--- src/hw/rtl/btlv_pkg.sv ---
`timescale 1ns / 1ps

package btlv_pkg;

  localparam logic [2:0] KIND_HEADER = 3'd0;
  localparam logic [2:0] KIND_BYTE   = 3'd1;
  localparam logic [2:0] KIND_SCALAR = 3'd2;
  localparam logic [2:0] KIND_END    = 3'd3;
  localparam logic [2:0] KIND_ERROR  = 3'd4;

  localparam logic [4:0] TAG_BOOLEAN   = 5'd1;
  localparam logic [4:0] TAG_INTEGER   = 5'd2;
  localparam logic [4:0] TAG_OID       = 5'd6;
  localparam logic [4:0] TAG_SEQUENCE  = 5'd16;
  localparam logic [4:0] TAG_PRINTABLE = 5'd19;
  localparam logic [4:0] TAG_UTCTIME   = 5'd23;
  localparam logic [4:0] TAG_END       = 5'd0;

  localparam int QUEUE_DEPTH = 2;
  localparam int QPTR_W      = $clog2(QUEUE_DEPTH);
  localparam int QCNT_W      = $clog2(QUEUE_DEPTH + 1);

  typedef struct packed {
    logic [2:0]  kind;
    logic [1:0]  tag_class;
    logic        constructed;
    logic [4:0]  tag_number;
    logic [31:0] word;
  } rec_t;

endpackage

--- src/hw/rtl/btlv_front.sv ---
`timescale 1ns / 1ps

module btlv_front #(
  parameter int MAX_LENGTH_BYTES = 4
) (
  input  logic             clk,
  input  logic             rst,
  input  logic             accept,
  input  logic [7:0]       data_byte,
  input  logic             restart,
  output logic             push,
  output btlv_pkg::rec_t   rec
);

  localparam int LBL_W = $clog2(MAX_LENGTH_BYTES + 1);

  localparam logic [2:0] PH_TAG     = 3'd0;
  localparam logic [2:0] PH_LEN     = 3'd1;
  localparam logic [2:0] PH_LONGLEN = 3'd2;
  localparam logic [2:0] PH_CONTENT = 3'd3;
  localparam logic [2:0] PH_ENDED   = 3'd4;

  logic [2:0]       phase, phase_next, ph;
  logic [1:0]       held_class, held_class_next;
  logic             held_constructed, held_constructed_next;
  logic [4:0]       held_tag, held_tag_next;
  logic [31:0]      remaining, remaining_next;
  logic [LBL_W-1:0] length_bytes_left, length_bytes_left_next;
  logic [31:0]      accumulator, accumulator_next;
  logic [1:0]       value_index, value_index_next;

  logic             fin;
  logic [31:0]      fin_len;
  logic             emit;
  logic [2:0]       emit_kind;
  logic [31:0]      emit_word;
  logic             done;
  logic [1:0]       idx;

  always_comb begin
    ph                     = restart ? PH_TAG : phase;
    phase_next             = ph;
    held_class_next        = held_class;
    held_constructed_next  = held_constructed;
    held_tag_next          = held_tag;
    remaining_next         = remaining;
    length_bytes_left_next = length_bytes_left;
    accumulator_next       = accumulator;
    value_index_next       = value_index;
    fin       = 1'b0;
    fin_len   = 32'd0;
    emit      = 1'b0;
    emit_kind = btlv_pkg::KIND_HEADER;
    emit_word = 32'd0;
    done      = 1'b0;
    idx       = value_index;
    case (ph)
      PH_ENDED: begin
      end
      PH_LEN: begin
        if (data_byte[7]) begin
          if (data_byte[6:0] == 7'd0) begin
            fin = 1'b1;
          end else if (data_byte[6:0] > 7'(MAX_LENGTH_BYTES)) begin
            emit       = 1'b1;
            emit_kind  = btlv_pkg::KIND_ERROR;
            phase_next = PH_ENDED;
          end else begin
            accumulator_next       = 32'd0;
            length_bytes_left_next = LBL_W'(data_byte[6:0]);
            phase_next             = PH_LONGLEN;
          end
        end else begin
          fin     = 1'b1;
          fin_len = {24'd0, data_byte};
        end
      end
      PH_LONGLEN: begin
        accumulator_next = {accumulator[23:0], data_byte};
        if (length_bytes_left != '0) begin
          length_bytes_left_next = length_bytes_left - LBL_W'(1);
        end
        if (length_bytes_left_next == '0) begin
          fin              = 1'b1;
          fin_len          = accumulator_next;
          accumulator_next = 32'd0;
        end
      end
      PH_CONTENT: begin
        if (remaining != 32'd0) begin
          remaining_next = remaining - 32'd1;
        end
        done = (remaining_next == 32'd0);
        if (value_index != 2'd3) begin
          value_index_next = value_index + 2'd1;
        end
        case (held_tag)
          btlv_pkg::TAG_BOOLEAN: begin
            if (idx == 2'd0) begin
              emit      = 1'b1;
              emit_kind = btlv_pkg::KIND_SCALAR;
              emit_word = {24'd0, data_byte};
            end
          end
          btlv_pkg::TAG_INTEGER: begin
            accumulator_next = {accumulator[23:0], data_byte};
            if (done) begin
              emit      = 1'b1;
              emit_kind = btlv_pkg::KIND_SCALAR;
              emit_word = accumulator_next;
            end
          end
          btlv_pkg::TAG_UTCTIME: begin
            if (idx == 2'd0) begin
              accumulator_next = {16'd0, data_byte, 8'd0};
            end else if (idx == 2'd1) begin
              accumulator_next = accumulator | {24'd0, data_byte};
            end
            if (idx == 2'd1 || (done && idx == 2'd0)) begin
              emit      = 1'b1;
              emit_kind = btlv_pkg::KIND_SCALAR;
              emit_word = accumulator_next;
            end
          end
          btlv_pkg::TAG_OID, btlv_pkg::TAG_PRINTABLE: begin
            emit      = 1'b1;
            emit_kind = btlv_pkg::KIND_BYTE;
            emit_word = {24'd0, data_byte};
          end
          default: begin
          end
        endcase
        if (done) begin
          phase_next = PH_TAG;
        end
      end
      default: begin
        held_class_next       = data_byte[7:6];
        held_constructed_next = data_byte[5];
        held_tag_next         = data_byte[4:0];
        if (data_byte[4:0] == btlv_pkg::TAG_END) begin
          emit       = 1'b1;
          emit_kind  = btlv_pkg::KIND_END;
          phase_next = PH_ENDED;
        end else begin
          phase_next = PH_LEN;
        end
      end
    endcase
    if (fin) begin
      emit      = 1'b1;
      emit_kind = btlv_pkg::KIND_HEADER;
      emit_word = fin_len;
      if (held_constructed || held_tag == btlv_pkg::TAG_SEQUENCE || fin_len == 32'd0) begin
        phase_next = PH_TAG;
      end else begin
        remaining_next   = fin_len;
        accumulator_next = 32'd0;
        value_index_next = 2'd0;
        phase_next       = PH_CONTENT;
      end
    end
  end

  assign push            = accept && emit;
  assign rec.kind        = emit_kind;
  assign rec.tag_class   = held_class_next;
  assign rec.constructed = held_constructed_next;
  assign rec.tag_number  = held_tag_next;
  assign rec.word        = emit_word;

  always_ff @(posedge clk) begin
    if (rst) begin
      phase             <= PH_TAG;
      held_class        <= '0;
      held_constructed  <= 1'b0;
      held_tag          <= '0;
      remaining         <= '0;
      length_bytes_left <= '0;
      accumulator       <= '0;
      value_index       <= '0;
    end else if (accept) begin
      phase             <= phase_next;
      held_class        <= held_class_next;
      held_constructed  <= held_constructed_next;
      held_tag          <= held_tag_next;
      remaining         <= remaining_next;
      length_bytes_left <= length_bytes_left_next;
      accumulator       <= accumulator_next;
      value_index       <= value_index_next;
    end
  end

endmodule

--- src/hw/rtl/btlv_queue.sv ---
`timescale 1ns / 1ps

module btlv_queue (
  input  logic           clk,
  input  logic           rst,
  input  logic           push,
  input  btlv_pkg::rec_t push_rec,
  input  logic           pop,
  output logic           full,
  output logic           empty,
  output btlv_pkg::rec_t head
);

  btlv_pkg::rec_t                    entries [btlv_pkg::QUEUE_DEPTH];
  logic [btlv_pkg::QPTR_W-1:0]       wr_ptr;
  logic [btlv_pkg::QPTR_W-1:0]       rd_ptr;
  logic [btlv_pkg::QCNT_W-1:0]       count;

  assign full  = (count == btlv_pkg::QCNT_W'(btlv_pkg::QUEUE_DEPTH));
  assign empty = (count == '0);
  assign head  = entries[rd_ptr];

  always_ff @(posedge clk) begin
    if (push) begin
      entries[wr_ptr] <= push_rec;
    end
  end

  always_ff @(posedge clk) begin
    if (rst) begin
      wr_ptr <= '0;
      rd_ptr <= '0;
      count  <= '0;
    end else begin
      if (push) begin
        wr_ptr <= (wr_ptr == btlv_pkg::QPTR_W'(btlv_pkg::QUEUE_DEPTH - 1)) ? '0
                  : wr_ptr + btlv_pkg::QPTR_W'(1);
      end
      if (pop) begin
        rd_ptr <= (rd_ptr == btlv_pkg::QPTR_W'(btlv_pkg::QUEUE_DEPTH - 1)) ? '0
                  : rd_ptr + btlv_pkg::QPTR_W'(1);
      end
      if (push && !pop) begin
        count <= count + btlv_pkg::QCNT_W'(1);
      end else if (pop && !push) begin
        count <= count - btlv_pkg::QCNT_W'(1);
      end
    end
  end

endmodule

--- src/hw/rtl/btlv_back.sv ---
`timescale 1ns / 1ps

module btlv_back (
  input  logic           clk,
  input  logic           rst,
  input  logic           empty,
  input  btlv_pkg::rec_t head,
  output logic           pop,
  output logic           m_tvalid,
  input  logic           m_tready,
  output logic [79:0]    m_tdata,
  output logic [2:0]     m_tuser,
  output logic           m_tlast
);

  logic [79:0] data_next;
  logic [31:0] length_f;
  logic [31:0] value_f;
  logic [7:0]  byte_f;

  assign pop = !empty && (!m_tvalid || m_tready);

  // unpack the shared word by kind
  always_comb begin
    length_f = 32'd0;
    value_f  = 32'd0;
    byte_f   = 8'd0;
    case (head.kind)
      btlv_pkg::KIND_HEADER: length_f = head.word;
      btlv_pkg::KIND_SCALAR: value_f  = head.word;
      btlv_pkg::KIND_BYTE:   byte_f   = head.word[7:0];
      default: begin
      end
    endcase
    data_next = {byte_f, value_f, length_f, head.tag_number, head.constructed, head.tag_class};
  end

  always_ff @(posedge clk) begin
    if (rst) begin
      m_tvalid <= 1'b0;
    end else if (pop) begin
      m_tvalid <= 1'b1;
    end else if (m_tready) begin
      m_tvalid <= 1'b0;
    end
  end

  always_ff @(posedge clk) begin
    if (pop) begin
      m_tdata <= data_next;
      m_tuser <= head.kind;
    end
  end

  assign m_tlast = 1'b1;

endmodule

--- src/hw/rtl/ber_tlv_stream_decoder.sv ---
`timescale 1ns / 1ps
// Channel | Dir | Handshake          | Payload
// s       | in  | s_tvalid/s_tready  | tdata: data_byte; tuser: restart
// m       | out | m_tvalid/m_tready  | tdata: result fields; tuser: kind; tlast: last
//
// One byte per cycle while s_tready is high; a result for an accepted byte is written to the queue
// at the accepting edge and then passes through the output register before it is valid on m.
// The parser state is updated once per accepted byte in the front, which sets the one-byte rate.
// Synchronous reset clears parser state, the queue and the output valid.
// s_tready drops only when the 2-entry queue is full under a stalled m side.

module ber_tlv_stream_decoder #(
  parameter int MAX_LENGTH_BYTES = 4
) (
  input  logic        clk,
  input  logic        rst,
  input  logic        s_tvalid,
  output logic        s_tready,
  input  logic [7:0]  s_tdata,   // [7:0] data_byte
  input  logic [0:0]  s_tuser,   // [0] restart
  output logic        m_tvalid,
  input  logic        m_tready,
  output logic [79:0] m_tdata,   // [1:0] tag_class, [2] constructed, [7:3] tag_number,
                                 // [39:8] length, [71:40] value, [79:72] content_byte
  output logic [2:0]  m_tuser,   // [2:0] kind
  output logic        m_tlast    // last
);

  logic           accept;
  logic           push;
  logic           pop;
  logic           full;
  logic           empty;
  btlv_pkg::rec_t rec;
  btlv_pkg::rec_t head;

  assign s_tready = !full;
  assign accept   = s_tvalid && s_tready;

  btlv_front #(
    .MAX_LENGTH_BYTES(MAX_LENGTH_BYTES)
  ) u_front (
    .clk       (clk),
    .rst       (rst),
    .accept    (accept),
    .data_byte (s_tdata),
    .restart   (s_tuser[0]),
    .push      (push),
    .rec       (rec)
  );

  btlv_queue u_queue (
    .clk      (clk),
    .rst      (rst),
    .push     (push),
    .push_rec (rec),
    .pop      (pop),
    .full     (full),
    .empty    (empty),
    .head     (head)
  );

  btlv_back u_back (
    .clk      (clk),
    .rst      (rst),
    .empty    (empty),
    .head     (head),
    .pop      (pop),
    .m_tvalid (m_tvalid),
    .m_tready (m_tready),
    .m_tdata  (m_tdata),
    .m_tuser  (m_tuser),
    .m_tlast  (m_tlast)
  );

endmodule

--- config.mk ---
export PLATFORM = sky130hd
export DESIGN_NAME = ber_tlv_stream_decoder
export DESIGN_NICKNAME = d
export VERILOG_FILES = /design/src/hw/rtl/btlv_pkg.sv /design/src/hw/rtl/btlv_front.sv /design/src/hw/rtl/btlv_queue.sv /design/src/hw/rtl/btlv_back.sv /design/src/hw/rtl/ber_tlv_stream_decoder.sv
export SDC_FILE = /design/constraint.sdc
export NUM_CORES = 1
export LEC_CHECK = 0
export ABC_AREA = 1
export BUFFER_PORTS_ARGS = -buffer_cell sky130_fd_sc_hd__buf_2
export CORE_MARGIN = 3
export CORE_UTILIZATION = 62
export CTS_CLUSTER_DIAMETER = 120
export DETAILED_ROUTE_END_ITERATION = 12
export PLACE_DENSITY = 0.82
export SYNTH_ARGS = -nofsm -noshare
export SYNTH_HDL_FRONTEND = slang
export SYNTH_SLANG_ARGS = --single-unit
--- constraint.sdc ---
create_clock -name clk -period 22.6 [get_ports clk]
set_clock_uncertainty 0.1 [all_clocks]
set_input_delay 5.65 -clock clk [delete_from_list [all_inputs] [get_ports clk]]
set_output_delay 5.65 -clock clk [all_outputs]
set_load 0.02 [all_outputs]
Yosys cells after proc, flatten, opt, wreduce, memory -nomap -nowiden

Memories as Yosys holds them, arrays and structs flattened. A register that Yosys moved wholly into a read port is not among the register bits.
Index checks and enable logic that the tools add are counted.

Register bits after elaboration: 168
Latch bits: 0
RAM bits: 86
Memory bits (read-only): 0
Output and inout port bits: 86
Word-level logic and storage cells: 157
Memories kept: 1

$add $sub $neg: 7
Multipliers: 0
Div/mod/pow operators: 0
Magnitude comparators: 1
Eq/ne operators: 18
Shift-type cells: 0
Multiplexer cells: 80
Bitwise operators: 1
Reductions and logical operators: 32

Memory list:

| memory          | depth | width | read ports | clocked after memory_dff | write ports | RTL line         | RTL |
|---|---|---|---|---|---|---|---|
| u_queue.entries | 2     | 43    | 1          | 1                        | 1           | btlv_queue.sv:14 | `btlv_pkg::rec_t entries [btlv_pkg::QUEUE_DEPTH];` |

Operator list:

| cell                                                          | number |
|---|---|
| two-way mux 32 bit                                            | 18 |
| one-hot mux 32 bit (2 select lines)                           | 2 |
| one-hot mux 32 bit (4 select lines)                           | 1 |
| one-hot mux 32 bit (3 select lines)                           | 1 |
| zero test 32 bit                                              | 2 |
| two-way mux 3 bit                                             | 16 |
| OR 32 x 8 -> 32 bit                                           | 1 |
| nonzero test 32 bit                                           | 1 |
| subtractor 32 x 1 -> 32 bit, second input constant            | 1 |
| two-way mux 2 bit                                             | 12 |
| two-way mux 1 bit                                             | 20 |
| one-hot mux 3 bit (3 select lines)                            | 2 |
| equality test 5 bit, second input constant                    | 3 |
| one-hot mux 3 bit (4 select lines)                            | 1 |
| equality test 3 x 2 -> 1 bit, second input constant           | 3 |
| two-way mux 8 bit                                             | 1 |
| inequality test 2 bit, second input constant                  | 4 |
| greater-than comparator 7 x 3 -> 1 bit, second input constant | 1 |
| zero test 7 bit                                               | 1 |
| two-way mux 7 bit                                             | 1 |
| equality test 3 x 1 -> 1 bit, second input constant           | 2 |
| logical AND 1 bit                                             | 6 |
| zero test 3 bit                                               | 2 |
| one-hot mux 3 bit (2 select lines)                            | 1 |
| other kinds (23)                                              | 36 |

Depth between registers and ports, before layout

Depth after elaboration: 15
Mapped depth: 27

By module

A second synthesis with hierarchy kept.

Cells, all modules: 1695
Area, all modules: 13970.9 um^2

By module, submodules not included:

| module                 | instances | cells each | area each (um^2) |
|---|---|---|---|
| btlv_front             | 1         | 1319       | 7417.1 |
| btlv_queue             | 1         | 167        | 3534.6 |
| btlv_back              | 1         | 206        | 3005.4 |
| ber_tlv_stream_decoder | 1         | 3          | 13.8 |

Least setup slack after synthesis

Ideal clock, no wire load.

Path type: in2reg
Start: input port m_tready
End: register u_queue.count[1] (netlist name)
Library setup time: 0.122 ns
Arrival time: 10.914 ns
Required time: 22.378 ns
Setup slack: 11.464 ns
Stages: 8
Path buffers: 0
Path through: nor2_1 a21oi_1 inv_1 ha_1 a21oi_1 o21ai_0 o21ai_0 a21oi_1

Word-level cells in the longest chain between the ends: 5
Elaborated cells between the ends (all ways): 7
Classes of those cells: mux: 1; reduce/logical: 6

Ends and longest elaborated chain:

| item                                                           | RTL line                     | RTL |
|---|---|---|
| start, declared                                                | ber_tlv_stream_decoder.sv:22 | `input logic m_tready,` |
| logical OR 1 bit (*)                                           | btlv_back.sv:21              | `assign pop = !empty && (!m_tvalid \|\| m_tready);` |
| logical AND 1 bit (*)                                          | btlv_back.sv:21              |  |
| via pop                                                        | ber_tlv_stream_decoder.sv:31 | `logic pop;` |
| zero test 1 bit                                                | btlv_queue.sv:43             | `if (push && !pop) begin` |
| logical AND 1 bit                                              | btlv_queue.sv:43             |  |
| two-way mux 2 bit / nonzero test 2 bit (equally long branches) | --                           |  |
| end signal, assigned                                           | btlv_queue.sv:44             | `count <= count + btlv_pkg::QCNT_W'(1);` |
| end signal, assigned                                           | btlv_queue.sv:46             | `count <= count - btlv_pkg::QCNT_W'(1);` |
| end, declared                                                  | btlv_queue.sv:17             | `logic [btlv_pkg::QCNT_W-1:0] count;` |

The timed path passes the listed nets; every way through them passes the cells marked *.
A chain may end at the register's enable or synchronous reset.

Final worst setup path

Start: input port s_tuser
End: memory u_queue.entries[0][26] (netlist name), enable pin

Word-level cells in the longest chain between the ends: 8
Elaborated cells between the ends (all ways): 12
Classes of those cells: eq/ne: 4; mux: 6; reduce/logical: 2

Ends and longest elaborated chain:

| item                                                                       | RTL line                     | RTL |
|---|---|---|
| start, declared                                                            | ber_tlv_stream_decoder.sv:20 | `input logic [0:0] s_tuser,` |
| two-way mux 3 bit (*)                                                      | btlv_front.sv:41             | `ph = restart ? PH_TAG : phase;` |
| equality test 3 bit / equality test 3 x 2 -> 1 bit (equally long branches) | btlv_front.sv:57             | `case (ph)` |
| OR reduction 2 bit (no line)                                               | --                           |  |
| one-hot mux 1 bit (3 select lines)                                         | btlv_front.sv:57             |  |
| two-way mux 1 bit (*)                                                      | btlv_front.sv:150            | `if (fin) begin` |
| logical AND 1 bit (*)                                                      | btlv_front.sv:165            | `assign push = accept && emit;` |
| two-way mux 1 bit (*)                                                      | btlv_queue.sv:24             | `if (push) begin` |
| two-way mux 1 bit (implied by the code) (*)                                | btlv_queue.sv:25             | `entries[wr_ptr] <= push_rec;` |
| end, declared                                                              | btlv_queue.sv:14             |  |

Mark *: on every way between the ends. The rest lies on a longest branch, timed or not.

==> key figures <==
Run status
  • Outcome: complete, no violations

CTS
  • # H-tree levels: 1
  • Clk Latency, worst-skew pair: 0.54 ns
  • Postcts setup bufs: 0
  • # hold bufs at CTS: 0
  • Reg clk slew, reported paths: 0.06 ns
  • Clock sink count: 255
  • CTS buffer count: 26
  • PostCTS Resize Cnt: 0
  • Root buf cell: clkbuf_16
  • CTS tree: built
  • Longest Clk Path Bufs: 3

Final layout
  • Reg area: 0.00680 mm²
  • Final Net Count: 1,693
  • Syn-to-layout area delta: 11.0%
  • Final non-filler cell total: 1,964
  • N_diodes: 0
  • Fillcell total: 1,593
  • Multi-input logic area: 0.00554 mm²
  • Layout cells sized above 1: 0.119

Critical path
  • R2R Path Start: u_front.remaining[0]
  • Slowest-stage cell, CP: nor3_1
  • CP peak stage delay: 0.92 ns
  • Crit path from: s_tuser
  • WP data arrival: 8.85 ns
  • Worst path top cell family by delay: simple AND/OR/NAND/NOR gates
  • Most Frequent Cell on Critical Path: inv_1
  • Worst setup SP type: input port
  • Crit. End Element: flop
  • Worst EP required: 22.66 ns
  • Crit path cell chain: buf_2 > inv_2 > nand2_1 > nor3_1 > inv_1 > nand3_1 > inv_1 > nand2_1 > inv_1 > o21ai_0 > nand2_1 > inv_1 > nand2_2 > a21oi_4 > buf_4
  • Worst Path Class, Setup: in2reg
  • Worst-path maximum fanout: 43
  • Worst path bufs/invs: 7

Detailed routing
  • Router iterations before antenna repair: 7
  • Vias per cell: 5.96
  • Drt drc: 0
  • Initial DRC count: 1,463
  • Drt wl/cell: 18.2 µm
  • Routed WL: 35.7 mm
  • Via Count: 11.7k
  • Antenna Violating Nets Remaining: 0

Power
  • Max IR drop VDD: 0.0768 mV
  • Leakage power: 5.87 nW
  • Pwr/cell area: 102 mW/mm²

Placed design
  • Post-DP HPWL: 24.0 mm
  • Placed cell count: 1,917
  • Final GP Congestion: 0.966
  • IO buf count: 97

Logic synthesis
  • Register area share after synthesis: 0.511
  • Post-synth top area share: 0.382
  • Yosys top cell by area: edfxtp_1
  • Synth Cell Area: 0.0133 mm²
  • Ys Warns: 0
  • Avg Synthesized Cell Area: 8.23 µm²
  • Synth Register Bits: 255
  • Ys flop type: edfxtp_1
  • Number of synthesized flops with an enable pin: 169
  • Mapped Cells: 1,615
  • Count of different cell masters after synthesis: 53
  • Ranking of synthesized cells by area: edfxtp_1, dfxtp_1, nand2_1
  • Synth Net Count: 1,633
  • Most numerous cell in the Yosys netlist: nand2_1
  • Leading post-synthesis cells by instance count: nand2_1, nor2_1, edfxtp_1, inv_1, o21ai_0
  • Post-synth ARST share: 0

STA
  • FMAX: 114 MHz
  • Final period utilization: 0.389
  • Slew Viols, Final: 0
  • Final Hold Viols: 0
  • Min Hold Slack: 0.347 ns
  • RSZ-0062 raised after global routing: no
  • Slew headroom: 0.187
  • Period minus WS final: 8.78 ns
  • Slew @ Worst Pin: 1.21 ns
  • Post-route setup TNS: 0 ns
  • Final setup vio count: 0

Floorplanning
  • DIE WIDTH: 152 µm
  • Core area: 0.0206 mm²
  • Starting Density: 0.645
  • Die Y: 152 µm
  • Full die area: 0.0232 mm²
  • # rows: 52
  • # IOs: 99

GRT
  • First-pass GRT wire length: 56.5 mm
  • Tot GR Track Use: 0.296
  • Initial antenna violation count: 0
  • Vias in the first global route: 10.8k
  • Largest net degree at the start of global routing: 76
  • Congestion Overflow GR: 0

Min path
  • Hold Path Class: reg2reg
  • Hold Path Origin: u_queue.rd_ptr

Run
  • Max cap viols: 0
-- worst reg2reg max path: stages (launching register included) --
cell and delay [ns]:
dfxtp_1 0.32, inv_1 0.14, ha_1 0.39, nand2_4 0.13, nor2_8 0.16, nand4_4 0.38
o21ai_0 0.30, nand2_1 0.09, nor2_1 0.17, nand2_1 0.09, nor2_2 0.14, nand2_2 0.33
nand2_2 0.23, nand3_1 0.08, nand2_1 0.06, nand2_1 0.07, nand2_1 0.14, nand2_2 0.11
a21oi_4 0.13, buf_4 0.53
-- layout by cell type (no fill, tap or decap), drive strengths merged, types with 2 or more instances in the layout --
cell type / synthesis / routed
a211oi: 6 / 6
a21oi: 68 / 68
o221ai: 2 / 2
nand3b: 2 / 2
ha: 5 / 5
and2: 3 / 3
a221o: 3 / 3
a22oi: 27 / 27
xnor2: 2 / 2
mux2i: 32 / 32
clkinv: 4 / 14
nor4: 2 / 2
dfxtp: 86 / 86
mux2: 8 / 8
nand4: 12 / 12
clkinvlp: 0 / 3
o211ai: 22 / 22
o22ai: 13 / 13
o32ai: 16 / 16
buf: 21 / 112
nor2: 233 / 233
inv: 165 / 166
clkbuf: 59 / 31
a31oi: 12 / 12
xor2: 7 / 7
nand2: 404 / 404
edfxtp: 169 / 169
bufinv: 0 / 2
nand3: 46 / 46
o21ai: 160 / 160
nor3: 19 / 19
-- flip-flops by register name (all words and copies together) (netlist names), named ones only --
signal                     flops
u_back.m_tdata                80
u_back.m_tuser                 3
u_back.m_tvalid                1
u_front.accumulator           32
u_front.held_class             2
u_front.held_constructed       1
u_front.held_tag               5
u_front.idx                    2
u_front.length_bytes_left      3
u_front.phase                  3
u_front.remaining             32
u_queue.count                  2
u_queue.entries               86
u_queue.rd_ptr                 1
u_queue.wr_ptr                 1
-- area by class of cell --
class / instances / area share
multi-input combinational: 1111 / 0.376
clock buffer: 31 / 0.0474
inverter: 169 / 0.0432
tap: 270 / 0.0229
timing repair buffer: 112 / 0.0405
sequential: 255 / 0.461
clock inverter: 16 / 0.00975
-- through the flow --
stage | total power [mW] | setup WS [ns] | cell area (µm²) | util
final | 1.50 | 13.82 | 14800 | 0.716
after global routing | 1.56 | 13.49 | 14800 | 0.716
after CTS | 1.50 | 13.90 | 14800 | 0.716
after detailed placement | 1.08 | 13.36 | 13900 | 0.675
after global placement | 1.06 | 13.43 | 13900 | 0.675
after floorplan | 0.957 | 11.46 | 13300 | -
-- where the power goes --
group | internal, mW | switching, mW
logic | 0.109 | 0.333
registers | 0.613 | 0.0221
clock network | 0.243 | 0.179
-- cell families after synthesis --
kind of cell | Yosys count | share of synthesized area
AOI/OAI and AO/OA | 333 | 0.148
xor gates and xnor gates | 9 | 0.00593
adders and majority gates | 5 | 0.00471
buffers and inverters | 249 | 0.0741
DFF | 255 | 0.511
muxes | 40 | 0.0309
other | 1 | 0.000282
and+or+nand+nor | 723 | 0.225
-- final timing paths --
path,to,slack [ns],cells past startpoint
max,u_queue.entries[0][26],13.82,15
min,flop,0.35,1
max reg2reg,u_queue.entries[0][26],18.08,19
min reg2reg,flop,0.35,1
-- per-layer routing --
| metal | wire (µm) | global-route usage | up-vias |
|---|---|---|---|
| met5 | 0 | 0 | - |
| met4 | 1130 | 0.0933 | 0 |
| met3 | 3900 | 0.0631 | 96 |
| met2 | 16600 | 0.480 | 680 |
| met1 | 14100 | 0.404 | 5356 |
| li1 | - | - | 5564 |
(Power assumes the default switching activity.)
